**config.mk**
```make
export PLATFORM = sky130hd
export DESIGN_NAME = iira_cell
export DESIGN_NICKNAME = d
export VERILOG_FILES = /design/src/hdl/indexed_insert_remove_array_defines.svh /design/src/hdl/iira_pkg.sv /design/src/hdl/iira_cell.sv
export SDC_FILE = /design/constraint.sdc
export NUM_CORES = 1
export LEC_CHECK = 0
export BUFFER_PORTS_ARGS = -buffer_cell sky130_fd_sc_hd__buf_2
export CAP_MARGIN = 30
export CORE_MARGIN = 3
export CORE_UTILIZATION = 40
export CTS_BUF_LIST = sky130_fd_sc_hd__clkbuf_4
export CTS_CLUSTER_DIAMETER = 150
export DETAILED_ROUTE_END_ITERATION = 16
export GPL_TIMING_DRIVEN = 1
export PLACE_DENSITY = 0.55
export SYNTH_ARGS = -nofsm -noshare
export SYNTH_HDL_FRONTEND = slang
export SYNTH_SLANG_ARGS = --single-unit
export TNS_END_PERCENT = 5
```
**constraint.sdc**
```tcl
create_clock -name clk -period 15.8 [get_ports clk]
set_input_delay 1.58 -clock clk [delete_from_list [all_inputs] [get_ports clk]]
set_output_delay 1.58 -clock clk [all_outputs]
set_load 0.05 [all_outputs]
```
**src/hdl/indexed_insert_remove_array_defines.svh**
```systemverilog
// Assertion helpers for the indexed insert/remove array.
// Each check is compiled away when SYNTHESIS is defined.
`ifndef INDEXED_INSERT_REMOVE_ARRAY_DEFINES_SVH
`define INDEXED_INSERT_REMOVE_ARRAY_DEFINES_SVH

`ifndef SYNTHESIS

// same-cycle implication
`define IIRA_ASSERT_NOW(label, clk, rst_n, cond, prop) \
	label: assert property (@(posedge clk) disable iff (!rst_n) (cond) |-> (prop)) \
		else $error("check failed");

// next-cycle implication
`define IIRA_ASSERT_NEXT(label, clk, rst_n, cond, prop) \
	label: assert property (@(posedge clk) disable iff (!rst_n) (cond) |=> (prop)) \
		else $error("check failed");

`else

`define IIRA_ASSERT_NOW(label, clk, rst_n, cond, prop)
`define IIRA_ASSERT_NEXT(label, clk, rst_n, cond, prop)

`endif

`endif

```
**src/hdl/iira_pkg.sv**
```systemverilog
package iira_pkg;

	localparam int DEPTH_DEFAULT = 256;

	localparam int WORD_W    = 32;
	localparam int OP_W      = 3;
	localparam int POS_W     = 9;
	localparam int ST_W      = 2;
	localparam int CUR_LEN_W = 9;

	localparam int IN_DATA_W  = 48;
	localparam int OUT_DATA_W = 48;

	// read tree fan-in per registered level
	localparam int TREE_RADIX = 16;

	localparam logic [OP_W-1:0] OP_CREATE   = 3'd0;
	localparam logic [OP_W-1:0] OP_FILL     = 3'd1;
	localparam logic [OP_W-1:0] OP_GET      = 3'd2;
	localparam logic [OP_W-1:0] OP_SET      = 3'd3;
	localparam logic [OP_W-1:0] OP_INSERT   = 3'd4;
	localparam logic [OP_W-1:0] OP_REMOVE   = 3'd5;
	localparam logic [OP_W-1:0] OP_MULTIPLY = 3'd6;

	localparam logic [ST_W-1:0] ST_OK         = 2'd0;
	localparam logic [ST_W-1:0] ST_BAD_INDEX  = 2'd1;
	localparam logic [ST_W-1:0] ST_FULL       = 2'd2;
	localparam logic [ST_W-1:0] ST_BAD_LENGTH = 2'd3;

	localparam logic [WORD_W-1:0] WORD_MINUS_ONE = '1;

	typedef enum logic [2:0] {
		ACT_NONE,
		ACT_FILL,
		ACT_SET,
		ACT_INSERT,
		ACT_REMOVE,
		ACT_MUL
	} act_t;

	// broadcast to every cell
	typedef struct packed {
		act_t              act;
		logic [WORD_W-1:0] operand;
	} cell_cmd_t;

endpackage

```
**src/hdl/iira_cell.sv**
```systemverilog
module iira_cell #(
	parameter int CMP_W = iira_pkg::POS_W,
	parameter int INDEX = 0
) (
	input  logic                        clk,
	input  logic                        arst_n,
	input  iira_pkg::cell_cmd_t         cmd,
	input  logic [CMP_W-1:0]            pos,
	input  logic [CMP_W-1:0]            len,
	input  logic [iira_pkg::WORD_W-1:0] lower,
	input  logic [iira_pkg::WORD_W-1:0] upper,
	output logic [iira_pkg::WORD_W-1:0] value,
	output logic [iira_pkg::WORD_W-1:0] hit_value
);

	localparam logic [CMP_W-1:0] IDX   = CMP_W'(INDEX);
	localparam logic [CMP_W-1:0] IDX_P = CMP_W'(INDEX + 1);

	logic [iira_pkg::WORD_W-1:0] value_q;
	logic [iira_pkg::WORD_W-1:0] prod;
	logic [iira_pkg::WORD_W-1:0] value_d;
	logic                        live;
	logic                        at_pos;

	assign live   = IDX < len;
	assign at_pos = IDX == pos;
	assign prod   = value_q * cmd.operand;

	always_comb begin
		value_d = value_q;
		unique case (cmd.act)
			iira_pkg::ACT_FILL: begin
				if (live) value_d = cmd.operand;
			end
			iira_pkg::ACT_SET: begin
				if (at_pos) value_d = cmd.operand;
			end
			iira_pkg::ACT_INSERT: begin
				if (at_pos) value_d = cmd.operand;
				else if (IDX > pos && IDX <= len) value_d = lower;
			end
			iira_pkg::ACT_REMOVE: begin
				if (IDX >= pos && IDX_P < len) value_d = upper;
			end
			iira_pkg::ACT_MUL: begin
				if (live) value_d = prod;
			end
			default: value_d = value_q;
		endcase
	end

	always_ff @(posedge clk or negedge arst_n) begin
		if (!arst_n) begin
			value_q <= '0;
		end else begin
			value_q <= value_d;
		end
	end

	assign value     = value_q;
	assign hit_value = at_pos ? value_q : '0;

endmodule

```
==> impl_metrics.toml <==
[timing]
layout_min_cycle_time_ns = 8.39
fmax_ghz = 0.119
slew_viol_final = 0
final.setup.worst_slack_ns = 7.41
tightestPinTransition_ns = 1.09
slew_headroom = 0.270
rsz0062_at_grt = "no"
tns_ns = 0
final-setup-viol-count = 0
period_share = 0.531
hold_viol = 0
finalClockSkew_ns = 0.0128

[logic_synthesis]
yosysUniqueCellTypes = 57
synth_compound_area_frac = 0.0652
synth-seq-cells = 32
synth.most_common_cell = "fa_1"
netlist_area_mm2 = 0.0180
synth_xor_area_frac = 0.0414
seq_area_frac_synth = 0.0445
synthFlopType = "dfrtp_1"
synthCells = 2016
synth_nets = 2666
synth_area_per_cell_um2 = 8.93
synth_async_sr_flop_share = 1.00
synthMuxAreaShare = 0.0102
synth.area.top_cells = "fa_1, and2_1, ha_1"
yosysTopAreaCellShare = 0.454
synth_top_family_by_area = "adder cells"
yosys.area_share.simple = 0.195
synth_area_leader_cell = "fa_1"
ys_top_cells_by_count = "fa_1, inv_1, and2_1"
synth_adder_area_share = 0.539
yosysWarnings = 0
synth_edf_count = 0

[critical_path]
worstPathRequired_ns = 16.12
crit_arrival_ns = 8.70
critical_path_class = "primary input to flip-flop"
start_kind = "primary input"
r2r_slack_ns = 8.03
worst-r2r-cell-count = 25
critPathCaptureType = "flip-flop"
worst-path-max-fanout = 27

[hold_path]
hp-class = "flip-flop to flip-flop"
whs_path_depth = 2

[finish]
drive_gt1_frac = 0.111
syn_to_final_growth_pct = 8.08
largest_reg_flops = 32
nets = 2761

[cts]
post_cts_resized = 0
cts_tree = "yes"
postCtsSetupBuffers = 0
cts_buffer_depth = 2
root_buffer = "clkbuf_4"
cts_max_level = 2
path_clk_slew_ns = 0.13
clk_latency_ns = 0.38
clkSinkCount = 32
cts_inserted_buffers = 5
holdBufCountCts = 0

[job]
cap_viol_max_count = 0

[grt]
grt_pass1_wl_um = 92500
grt_use_total = 0.254
grt_antenna_before_repair = 3
grt_overflow = 0
grt_pass1_vias = 15645
grt_max_degree = 63

[place]
dpl.hpwl_um = 45200
post-place-ws_ns = 7.13
gp_congestion = 0.932
portBuffers = 182

[die]
placement_rows = 77
chipHeight_um = 218
initial_utilization = 0.406
die_w_um = 218
coreArea_mm2 = 0.0443
dieArea_mm2 = 0.0476
boundaryPins = 183

[drt]
drc = 0
wl_per_cell_um = 21.5
vias = 14268
first_iter_violations = 1056
first_pass_iters = 6
drt-total-wl_um = 58300
ant_nets = 0
via_per_inst = 5.27

[run_status]
outcome = "complete, no violations"
## cells by family after synthesis
kind of cell / count (synthesis)
flip-flops: 32
AND/OR/NAND/NOR: 681
multiplexers: 17
AO/OA/AOI/OAI: 171
adder cells (fa/ha/maj): 531
XOR/XNOR: 85
buffers and inverters: 499
## cell type report
| cell class | instances | area [um^2] |
|---|---|---|
| Antenna cell | 2 | 5.00 |
| Clock buffer | 5 | 37.5 |
| Clock inverter | 3 | 18.8 |
| Fill cell | 4504 | 24900 |
| Inverter | 381 | 1430 |
| Multi-Input combinational cell | 1485 | 15300 |
| Sequential cell | 32 | 802 |
| Tap cell | 592 | 741 |
| Timing Repair Buffer | 206 | 1090 |
## cell usage in the layout (no fill, tap or decap), types with 6 or more instances in the layout
cell	Yosys	final
o21a_1	7	7
a31oi_1	13	13
a21oi_1	42	42
o21ai_0	27	27
nand4_1	6	6
xor2_1	23	23
a221o_1	6	6
mux2i_1	6	6
inv_1	381	381
a21o_1	13	13
buf_2	8	182
a222oi_1	16	16
and2_1	341	341
fa_1	408	408
xnor2_1	62	62
nand2_1	262	262
mux2_2	11	11
nor2_1	43	42
ha_1	123	123
buf_4	0	24
dfrtp_1	32	31
## worst max-delay path, stage by stage
cell,delay (ns)
buf_2,0.51
and2_1,0.24
fa_1,0.44
fa_1,0.50
fa_1,0.53
inv_1,0.06
fa_1,0.47
inv_1,0.05
fa_1,0.49
inv_1,0.05
fa_1,0.54
inv_1,0.06
fa_1,0.51
fa_1,0.43
ha_1,0.38
and4_1,0.27
nand2b_1,0.07
nor2_1,0.09
o21ai_0,0.12
a21oi_1,0.22
o221ai_1,0.21
o21ai_1,0.25
xnor2_1,0.11
a221oi_1,0.31
o22a_1,0.18
## layer usage
layer  vias to the layer above  GRT usage  part of all wire
met5                         -          0                 0
met3                        82     0.0316             0.072
met1                      7353      0.366              0.45
met4                         0     0.0618             0.027
li1                       6221          -                 -
met2                       612      0.410              0.45
## stage by stage
step                      std cells   util  hold slack (ns)  area, um^2
final                          2706  0.439            0.555       19500
after global routing           2704  0.439            0.594       19500
after CTS                      2704  0.439            0.556       19500
after detailed placement       2696  0.438            0.526       19400
after global placement         2696  0.438            0.513       19400
after floorplan                2016      -            0.819       18000
## path summary, 6_finish.rpt
check,start,endpoint
max,cmd[6],value[31]$_DFFE_PN0P_
min,value[2]$_DFFE_PN0P_,value[2]$_DFFE_PN0P_
max reg2reg,value[11]$_DFFE_PN0P_,value[31]$_DFFE_PN0P_
min reg2reg,value[2]$_DFFE_PN0P_,value[2]$_DFFE_PN0P_
max in group asynchronous,arst_n,value[7]$_DFFE_PN0P_
min in group asynchronous,arst_n,value[0]$_DFFE_PN0P_
Power is left out: the tool's default activity adds up to more than one toggle a clock period on the data nets, which glitch-free logic cannot reach.
